[config.mk]
export PLATFORM = sky130hd
export DESIGN_NAME = ecl_cell
export DESIGN_NICKNAME = d
export VERILOG_FILES = /design/src/rtl/ecl_pkg.sv /design/src/rtl/ecl_cell.sv
export SDC_FILE = /design/constraint.sdc
export NUM_CORES = 1
export LEC_CHECK = 0
export BUFFER_PORTS_ARGS = -buffer_cell sky130_fd_sc_hd__buf_4
export CAP_MARGIN = 20
export CORE_MARGIN = 2
export CORE_UTILIZATION = 35
export CTS_BUF_LIST = sky130_fd_sc_hd__clkbuf_8
export DETAILED_ROUTE_END_ITERATION = 16
export PLACE_DENSITY_LB_ADDON = 0.2
export SLEW_MARGIN = 20
export SYNTH_ARGS = -nofsm -noshare
export SYNTH_HDL_FRONTEND = slang
export SYNTH_SLANG_ARGS = --single-unit
[constraint.sdc]
create_clock -name clk -period 3.35 [get_ports clk]
set_clock_uncertainty 0.05 [all_clocks]
set_input_delay 0.1675 -clock clk [delete_from_list [all_inputs] [get_ports clk]]
set_output_delay 0.1675 -clock clk [all_outputs]
set_load 0.03 [all_outputs]
[src/rtl/ecl_pkg.sv]
`timescale 1ns / 1ps

package ecl_pkg;

	localparam int NumFloorsDef = 128;
	localparam int FloorW       = 7;
	localparam int PendW        = 8;

	// Comparison that a cell applies when the new floor sits just behind it.
	typedef enum logic [2:0] {
		MODE_NONE,
		MODE_GT,
		MODE_LT,
		MODE_GT_BELOW,
		MODE_LT_ABOVE
	} swap_mode_t;

	typedef enum logic [1:0] {
		ST_IDLE,
		ST_CHECK,
		ST_PHA,
		ST_PHB
	} state_t;

	// Control broadcast from the sequencer to every cell.
	typedef struct packed {
		logic              append;
		logic              pop;
		logic              clr_dup;
		logic              chk;
		swap_mode_t        mode;
		logic [FloorW-1:0] v;
		logic [FloorW-1:0] c;
	} cell_ctl_t;

endpackage

[src/rtl/ecl_cell.sv]
`timescale 1ns / 1ps

module ecl_cell
	import ecl_pkg::*;
(
	input  logic              clk,
	input  logic              arst_n,
	input  cell_ctl_t         ctl,
	input  logic              f_valid,
	input  logic [FloorW-1:0] f_val,
	input  logic              f_swap,
	input  logic              f_dup,
	input  logic              b_valid,
	input  logic [FloorW-1:0] b_val,
	input  logic              b_bub,
	output logic              valid,
	output logic [FloorW-1:0] val,
	output logic              bub,
	output logic              swap,
	output logic              dup
);

	logic              valid_q, bub_q, dup_q;
	logic [FloorW-1:0] val_q;
	logic              cond;
	logic              tail;

	always_comb begin
		case (ctl.mode)
			MODE_GT:       cond = ctl.v > val_q;
			MODE_LT:       cond = ctl.v < val_q;
			MODE_GT_BELOW: cond = (ctl.v > val_q) && (val_q < ctl.c);
			MODE_LT_ABOVE: cond = (ctl.v < val_q) && (val_q > ctl.c);
			default:       cond = 1'b0;
		endcase
	end

	// This cell hands its floor back when the new floor sits behind it and wins.
	assign swap = b_bub && valid_q && cond;
	assign tail = !valid_q && f_valid;

	always_ff @(posedge clk or negedge arst_n) begin
		if (!arst_n) begin
			valid_q <= 1'b0;
			bub_q   <= 1'b0;
			dup_q   <= 1'b0;
		end else begin
			if (ctl.pop) begin
				valid_q <= b_valid;
				bub_q   <= 1'b0;
			end else if (ctl.append) begin
				if (tail) begin
					valid_q <= 1'b1;
				end
				bub_q <= tail;
			end else if (swap) begin
				bub_q <= 1'b1;
			end else if (f_swap) begin
				bub_q <= 1'b0;
			end
			if (ctl.clr_dup) begin
				dup_q <= 1'b0;
			end else if (ctl.chk) begin
				dup_q <= f_dup || (valid_q && (val_q == ctl.v));
			end
		end
	end

	always_ff @(posedge clk) begin
		if (ctl.pop) begin
			val_q <= b_val;
		end else if (ctl.append) begin
			if (tail) begin
				val_q <= ctl.v;
			end
		end else if (swap) begin
			val_q <= ctl.v;
		end else if (f_swap) begin
			val_q <= f_val;
		end
	end

	assign valid = valid_q;
	assign val   = val_q;
	assign bub   = bub_q;
	assign dup   = dup_q;

endmodule

==> results of run 1 <==
[report_power, final]
part / internal [W] / leakage [nW] / switching [W]
Sequential: 0.000149 / 0.108 / 0.0000103
Clock: 0.000104 / 0.0288 / 0.0000504
Combinational: 0.0000946 / 0.599 / 0.000101
Total: 0.000347 / 0.736 / 0.000162
[layout by cell type, fill, tap and decap left out]
master         synthesis  layout
buf_4                  1      53
inv_1                 19      19
ha_1                  14      14
a21oi_1               10      10
o21ai_0                9       9
a31oi_1                8       8
a2bb2oi_1              7       7
edfxtp_1               7       7
nor2_1                 5       5
clkbuf_8               0       4
nand2_1                3       3
dfrtp_1                3       3
nand3b_1               2       2
nand4_1                2       2
o211ai_1               2       2
nor3_1                 2       2
nand3_1                2       2
a2111oi_2              1       1
a21oi_2                1       1
nor3b_1                1       1
or4b_4                 1       1
o21a_1                 1       1
and2_2                 1       1
o221a_2                1       1
o211ai_4               1       1
inv_6                  1       1
and2b_2                1       1
o311a_1                1       1
nand2b_1               1       1
dlygate4sd3_1          0       1
[how the worst max path moves through the flow]
stage / startpoint / end / slack (ns) / depth (start not counted)
4_1_cts: val[6] / swap / 0.86 / 7
6_report: val[6] / swap / 0.87 / 7
3_3_place_gp: val[6] / val[6] / 0.96 / 7
3_5_place_dp: val[6] / val[6] / 0.92 / 7
5_1_grt: val[6] / val[1] / 0.73 / 7
2_1_floorplan: val[6] / val[0] / 0.62 / 6
[layer usage]
layer,up-vias,GRT usage (%)
met1,453,19.7
met2,37,31.9
met4,0,5.44
li1,517,-
met5,-,0
met3,4,2.53
[logic make-up (layout without fill, tap and decap cells)]
kind of cell | Yosys count | in the layout | synth area share [%]
DFF | 10 | 10 | 29.5
and+or+nand+nor | 21 | 21 | 12.5
AOI/OAI and AO/OA | 42 | 42 | 30.5
buffers and inverters | 22 | 78 | 9.43
adders and majority gates | 14 | 14 | 18.1
[through the flow]
step | instances | hold slack (ns) | setup WS, ns | cell area, um^2 | utilization, %
after floorplan | 109 | -0.178 | 0.618 | 968 | -
after global placement | 191 | -0.0871 | 0.958 | 1390 | 51.9
after detailed placement | 191 | -0.0870 | 0.915 | 1390 | 51.9
after CTS | 196 | 0.0298 | 0.859 | 1460 | 54.3
after global routing | 196 | 0.0352 | 0.730 | 1460 | 54.3
final | 196 | 0.0287 | 0.875 | 1460 | 54.3
[flip-flops by register name (all words and copies together) (netlist names)]
register	flops
val	7
bub	1
valid	1
dup	1
[final cells by class]
type | instances | share of cell area [%]
multi-input combinational | 77 | 40.6
timing repair buffer | 54 | 28.0
sequential | 10 | 19.6
inverter | 20 | 5.49
clock buffer | 4 | 3.77
tap | 31 | 2.66
[timing repair]
action,CTS,global route
hold endpoints to repair,3,0
gates resized for setup,0,0
hold buffers,1,0
endpoints found under the setup margin,0,0
[synthesized netlist by cell type, drive strengths merged]
cell / instances
nand3: 2
nand2b: 1
o221a: 1
nor2: 5
nor3b: 1
or4b: 1
inv: 20
o211ai: 3
o21ai: 9
a21oi: 11
clkbuf: 1
nand2: 3
nand4: 2
o21a: 1
and2: 1
nand3b: 2
buf: 1
a31oi: 8
nor3: 2
dfrtp: 3
edfxtp: 7
a2111oi: 1
a2bb2oi: 7
ha: 14
o311a: 1
and2b: 1
==> results.ini, run 1 <==
[global_routing]
groute.usage.overall_pct = 17.1
grt_max_degree = 13
grt_antenna_before_repair = 0
grt_pass1_vias = 1049
globalRoute.totalOverflow = 0
first_pass_grt_wire_length_um = 4380

[routing]
dr_wl_met3_um = 151
totalWireLength_um = 2600
route.met2.wl_um = 1380
remaining_drc_errors = 0
first_iter_violations = 16
wl_per_cell_um = 13.3
avg_vias_per_cell = 5.16
met1Wirelength_um = 1050
detail_route.first_pass.iterations = 4
vias = 1011
dr.max_layer_used = met4
antenna_viol_nets_final = 0

[worst_setup_path]
slowest_delay_ns = 0.46
criticalPathCategory = reg2out
cp.buffers_inverters = 2
reg2reg_depth = 7
timing.critical_path.required_ns = 3.13
worst_r2r_startpoint = val[6]
critical-path-top-delay-family = compound AO/OA/AOI/OAI gates
r2r_setup_slack_ns = 0.89
arrival_ns = 2.26
path_cells = ha_1 > a21oi_1 > o211ai_1 > a2111oi_2 > o211ai_4 > inv_6 > buf_4
path_max_fanout = 9
startpoint_type = flip-flop
crit_path_end_kind = output pin
crit_slowest_cell = a2111oi_2
rr_endpoint = val[1]

[run]
timing.max_cap.violations = 0

[logic_synthesis]
synth.cell_area_um2 = 968
synthesis_stage_register_bit_count = 10
number_of_cells_produced_by_synthesis = 109
yosys_warnings = 0
netlist.area_leader.share_pct = 21.7
syn_avg_cell_area_um2 = 8.88
synth_sequential_area_ratio_pct = 29.5
synth.net_count = 165
post-synth-top-area-cell = edfxtp_1
synth.distinct_cells = 29
synth.area.top_cells = edfxtp_1 22%, ha_1 18%, dfrtp_1 7.8%

[timing]
final_hold_viol_count = 0
setup_tns_ns = 0
finalWorstPathRequiredPeriod_ns = 2.48
report.final.setup_viol = 0
slew_viol_final = 0
grt_setup_unrepaired = no
fmax_mhz = 404
timing.max_slew.rel_slack_pct = 72.6
period_share_pct = 73.9
tightest_slew_ns = 0.409

[die]
boundary_pin_count = 53
chipWidth_um = 56.6
rows = 19
die-area_um2 = 3200
initial_core_util_pct = 36.1
die_y_um = 56.6
design.core.area_um2 = 2690

[worst_hold_path]
hold-path-endpoint = dup
hp-start = ctl[18]
timing.hold.worst_path_depth = 2
hold_path_class = in2reg

[cts]
tritoncts = done
ctsLongestPathBuffers = 2
post_cts_setup_buffer_count = 0
cts_buffers = 3
path_clk_slew_ns = 0.05
cts.root.buffer_cell = clkbuf_8
cts_htree_levels = 1
clock_sink_count = 10
clock_latency_ns = 0.24

[place]
portBuffers = 52
detailed_placer_s_ending_hpwl_um = 2240
place.gp.congestion = 0.807

[cells_and_area]
antenna_cells_inserted = 0
sequential_cell_area_um2 = 285
final.fill_count = 246
area_taken_by_multi_input_logic_gates_um2 = 592
finish.net_count = 222
final_layout_size_suffix_gt1_share_pct = 39.4
areaGrowthSynthToFinish_pct = 50.6

[pwr]
power.density_cell_area_nw_per_um2 = 349
ir_worst_vdd_uv = 238
finalPower_w = 0.000509
cellLeakagePower_nw = 0.736

[status]
status = completed

Note: power is estimated with default switching activity, not from simulation.
==> inputs of run 2 (changes only) <==
clock period = 2.4 ns   (was 3.35 ns; I/O delays follow)
==> results.ini, run 2 (synthesis results as in run 1) <==
[status]
status = completed  ; unchanged

[cells_and_area]
area_taken_by_multi_input_logic_gates_um2 = 734  ; was 592 um^2
largest_register_ffs = 7  ; unchanged
layout_commonest_cell = buf_4  ; unchanged
sequential_cell_area_um2 = 285  ; unchanged
areaGrowthSynthToFinish_pct = 68.6  ; was 50.6%
finish.net_count = 228  ; was 222
finished_cell_area_um2 = 1630  ; was 1460 um^2
final_layout_size_suffix_gt1_share_pct = 49.7  ; was 39.4%
final.fill_count = 228  ; was 246
final_cell_mix = 55 x buf_4, 16 x inv_1, 9 x ha_1  ; was 53 x buf_4, 19 x inv_1, 14 x ha_1
antenna_cells_inserted = 0  ; unchanged

[global_routing]
grt_max_degree = 13  ; unchanged
grt_pass1_vias = 1052  ; was 1049
first_pass_grt_wire_length_um = 4360  ; was 4380 um
grt_antenna_before_repair = 0  ; unchanged
groute.usage.overall_pct = 17.9  ; was 17.1%
globalRoute.totalOverflow = 0  ; unchanged

[worst_setup_path]
startpoint_type = flip-flop  ; unchanged
criticalPathCategory = reg2out  ; unchanged
path_max_fanout = 6  ; was 9
crit_path_end_kind = output pin  ; unchanged
worst_r2r_startpoint = val[4]  ; was val[6]
arrival_ns = 2.20  ; was 2.26 ns
timing.critical_path.required_ns = 2.23  ; was 3.13 ns
cp-startpoint = val[4]  ; was val[6]

[timing]
timing.max_slew.rel_slack_pct = 75.7  ; was 72.6%
finalWorstSetupSlack_ns = 0.0293  ; was 0.875 ns
tightest_slew_ns = 0.361  ; was 0.409 ns
grt_setup_unrepaired = yes  ; was no
setup_tns_ns = 0  ; unchanged
slew_viol_final = 0  ; unchanged
fmax_mhz = 422
period_share_pct = 98.8
finalWorstPathRequiredPeriod_ns = 2.37
final_hold_viol_count = 0  ; unchanged
report.final.setup_viol = 0  ; unchanged

[die]
rows = 19  ; unchanged
boundary_pin_count = 53  ; unchanged
die-area_um2 = 3200  ; unchanged
chipWidth_um = 56.6  ; unchanged
initial_core_util_pct = 36.1  ; unchanged
die_y_um = 56.6  ; unchanged
design.core.area_um2 = 2690  ; unchanged

[routing]
remaining_drc_errors = 0  ; unchanged
vias = 1067  ; was 1011
detail_route.first_pass.iterations = 4  ; unchanged
avg_vias_per_cell = 5.28  ; was 5.16
antenna_viol_nets_final = 0  ; unchanged
totalWireLength_um = 2780  ; was 2600 um
wl_per_cell_um = 13.8  ; was 13.3 um
first_iter_violations = 30  ; was 16

[cts]
cts.root.buffer_cell = clkbuf_8  ; unchanged
path_clk_slew_ns = 0.05  ; about the same
tritoncts = done  ; unchanged
cts_htree_levels = 1  ; unchanged
clock_sink_count = 10  ; unchanged
clock_latency_ns = 0.25  ; was 0.24 ns
cts_buffers = 3  ; unchanged
ctsLongestPathBuffers = 2  ; unchanged

[pwr]
switching_share_pct = 35.1  ; was 31.8%
total_switching_power_w = 0.000262  ; was 0.000162 W
p_comb_share_pct = 44.4  ; was 38.5%
ir_worst_vdd_uv = 342  ; was 238 uV
p_seq_share_pct = 30.0  ; was 31.2%
cellLeakagePower_nw = 0.768  ; was 0.736 nW
clkPwrFrac_pct = 25.5  ; was 30.3%
power.density_cell_area_nw_per_um2 = 458  ; was 349 nW/um^2
intPower_w = 0.000486  ; was 0.000347 W

[worst_hold_path]
hold_path_class = in2reg  ; unchanged
hp-start = b_valid  ; was ctl[18]

[place]
place.gp.congestion = 0.750  ; was 0.807
portBuffers = 52  ; unchanged
dp_worst_setup_slack_ns = -0.0127  ; was 0.915 ns
postPlaceCellArea_um2 = 1450  ; was 1390 um^2
detailed_placer_s_ending_hpwl_um = 2240  ; about the same

[run]
timing.max_cap.violations = 0  ; unchanged

[run 2: changes by cell type in the layout (fill, tap and decap cells not counted), sizes merged]
cell | previous run | this run
buf | 53 | 56
clkinv | 0 | 3
inv | 20 | 19
clkbuf | 4 | 3
dlygate4sd3 | 1 | 2
o211ai | 3 | 4
[run 2: path summary, 6_finish.rpt]
check | to | slack, ns | depth (start not counted)
worst max-delay path | swap | 0.03 | 8
worst min-delay path | valid | 0.04 | 3
worst max register to register | val[2] | 0.05 | 9
worst min register to register | dup | 0.50 | 2
max in group asynchronous | bub | 2.06 | 2
min in group asynchronous | dup | 0.14 | 2
[run 2: what timing repair did]
action | CTS | global route
setup buffers | 1 | 3
hold buffers | 2 | 0
pin swaps | 2 | 6
cloned | 1 | 1
hold endpoints to repair | 4 | 0
setup endpoints to repair | 8 | 14
resized for setup | 1 | 14
[run 2: layout make-up]
type | instances | share of cell area [%]
Clock inverter | 1 | 0.230
Timing Repair Buffer | 58 | 27.2
Timing Repair inverter | 1 | 0.307
Multi-Input combinational cell | 78 | 45.0
Sequential cell | 10 | 17.5
Inverter | 20 | 4.90
Tap cell | 31 | 2.38
Clock buffer | 3 | 2.53
[run 2: worst max-delay path, cell delays in order, from the launching register on]
cell and delay, ns:
edfxtp_1 0.44, inv_2 0.10, ha_4 0.20, a21oi_4 0.12
nor2_2 0.06, or4b_4 0.55, o211ai_4 0.17, clkinv_4 0.14
buf_6 0.16
[run 2: power by group through the flow]
stage / registers (W) / logic [W] / clock network, W
after floorplan: 0.000259 / 0.000141 / 0
after global placement: 0.000226 / 0.000283 / 0
after detailed placement: 0.000228 / 0.000290 / 0
after CTS: 0.000225 / 0.000301 / 0.000187
after global routing: 0.000227 / 0.000363 / 0.000199
final: 0.000225 / 0.000332 / 0.000191
[run 2: metrics by stage]
step	cells	utilization, %	power [W]	hold slack, ns
2_1_floorplan	109	-	0.000400	-0.226
3_3_place_gp	190	54.0	0.000509	-0.135
3_5_place_dp	190	54.0	0.000517	-0.134
4_1_cts	198	57.7	0.000713	0.0471
5_1_grt	202	60.8	0.000789	0.0732
6_report	202	60.8	0.000748	0.0384
[run 2: metal layers]
layer	GRT usage, %	vias up	share of wire (%)
met1	19.9	484	41
met2	32.4	35	52
met4	8.50	0	2.0
li1	-	541	-
met3	3.23	7	4.9
met5	0	-	0
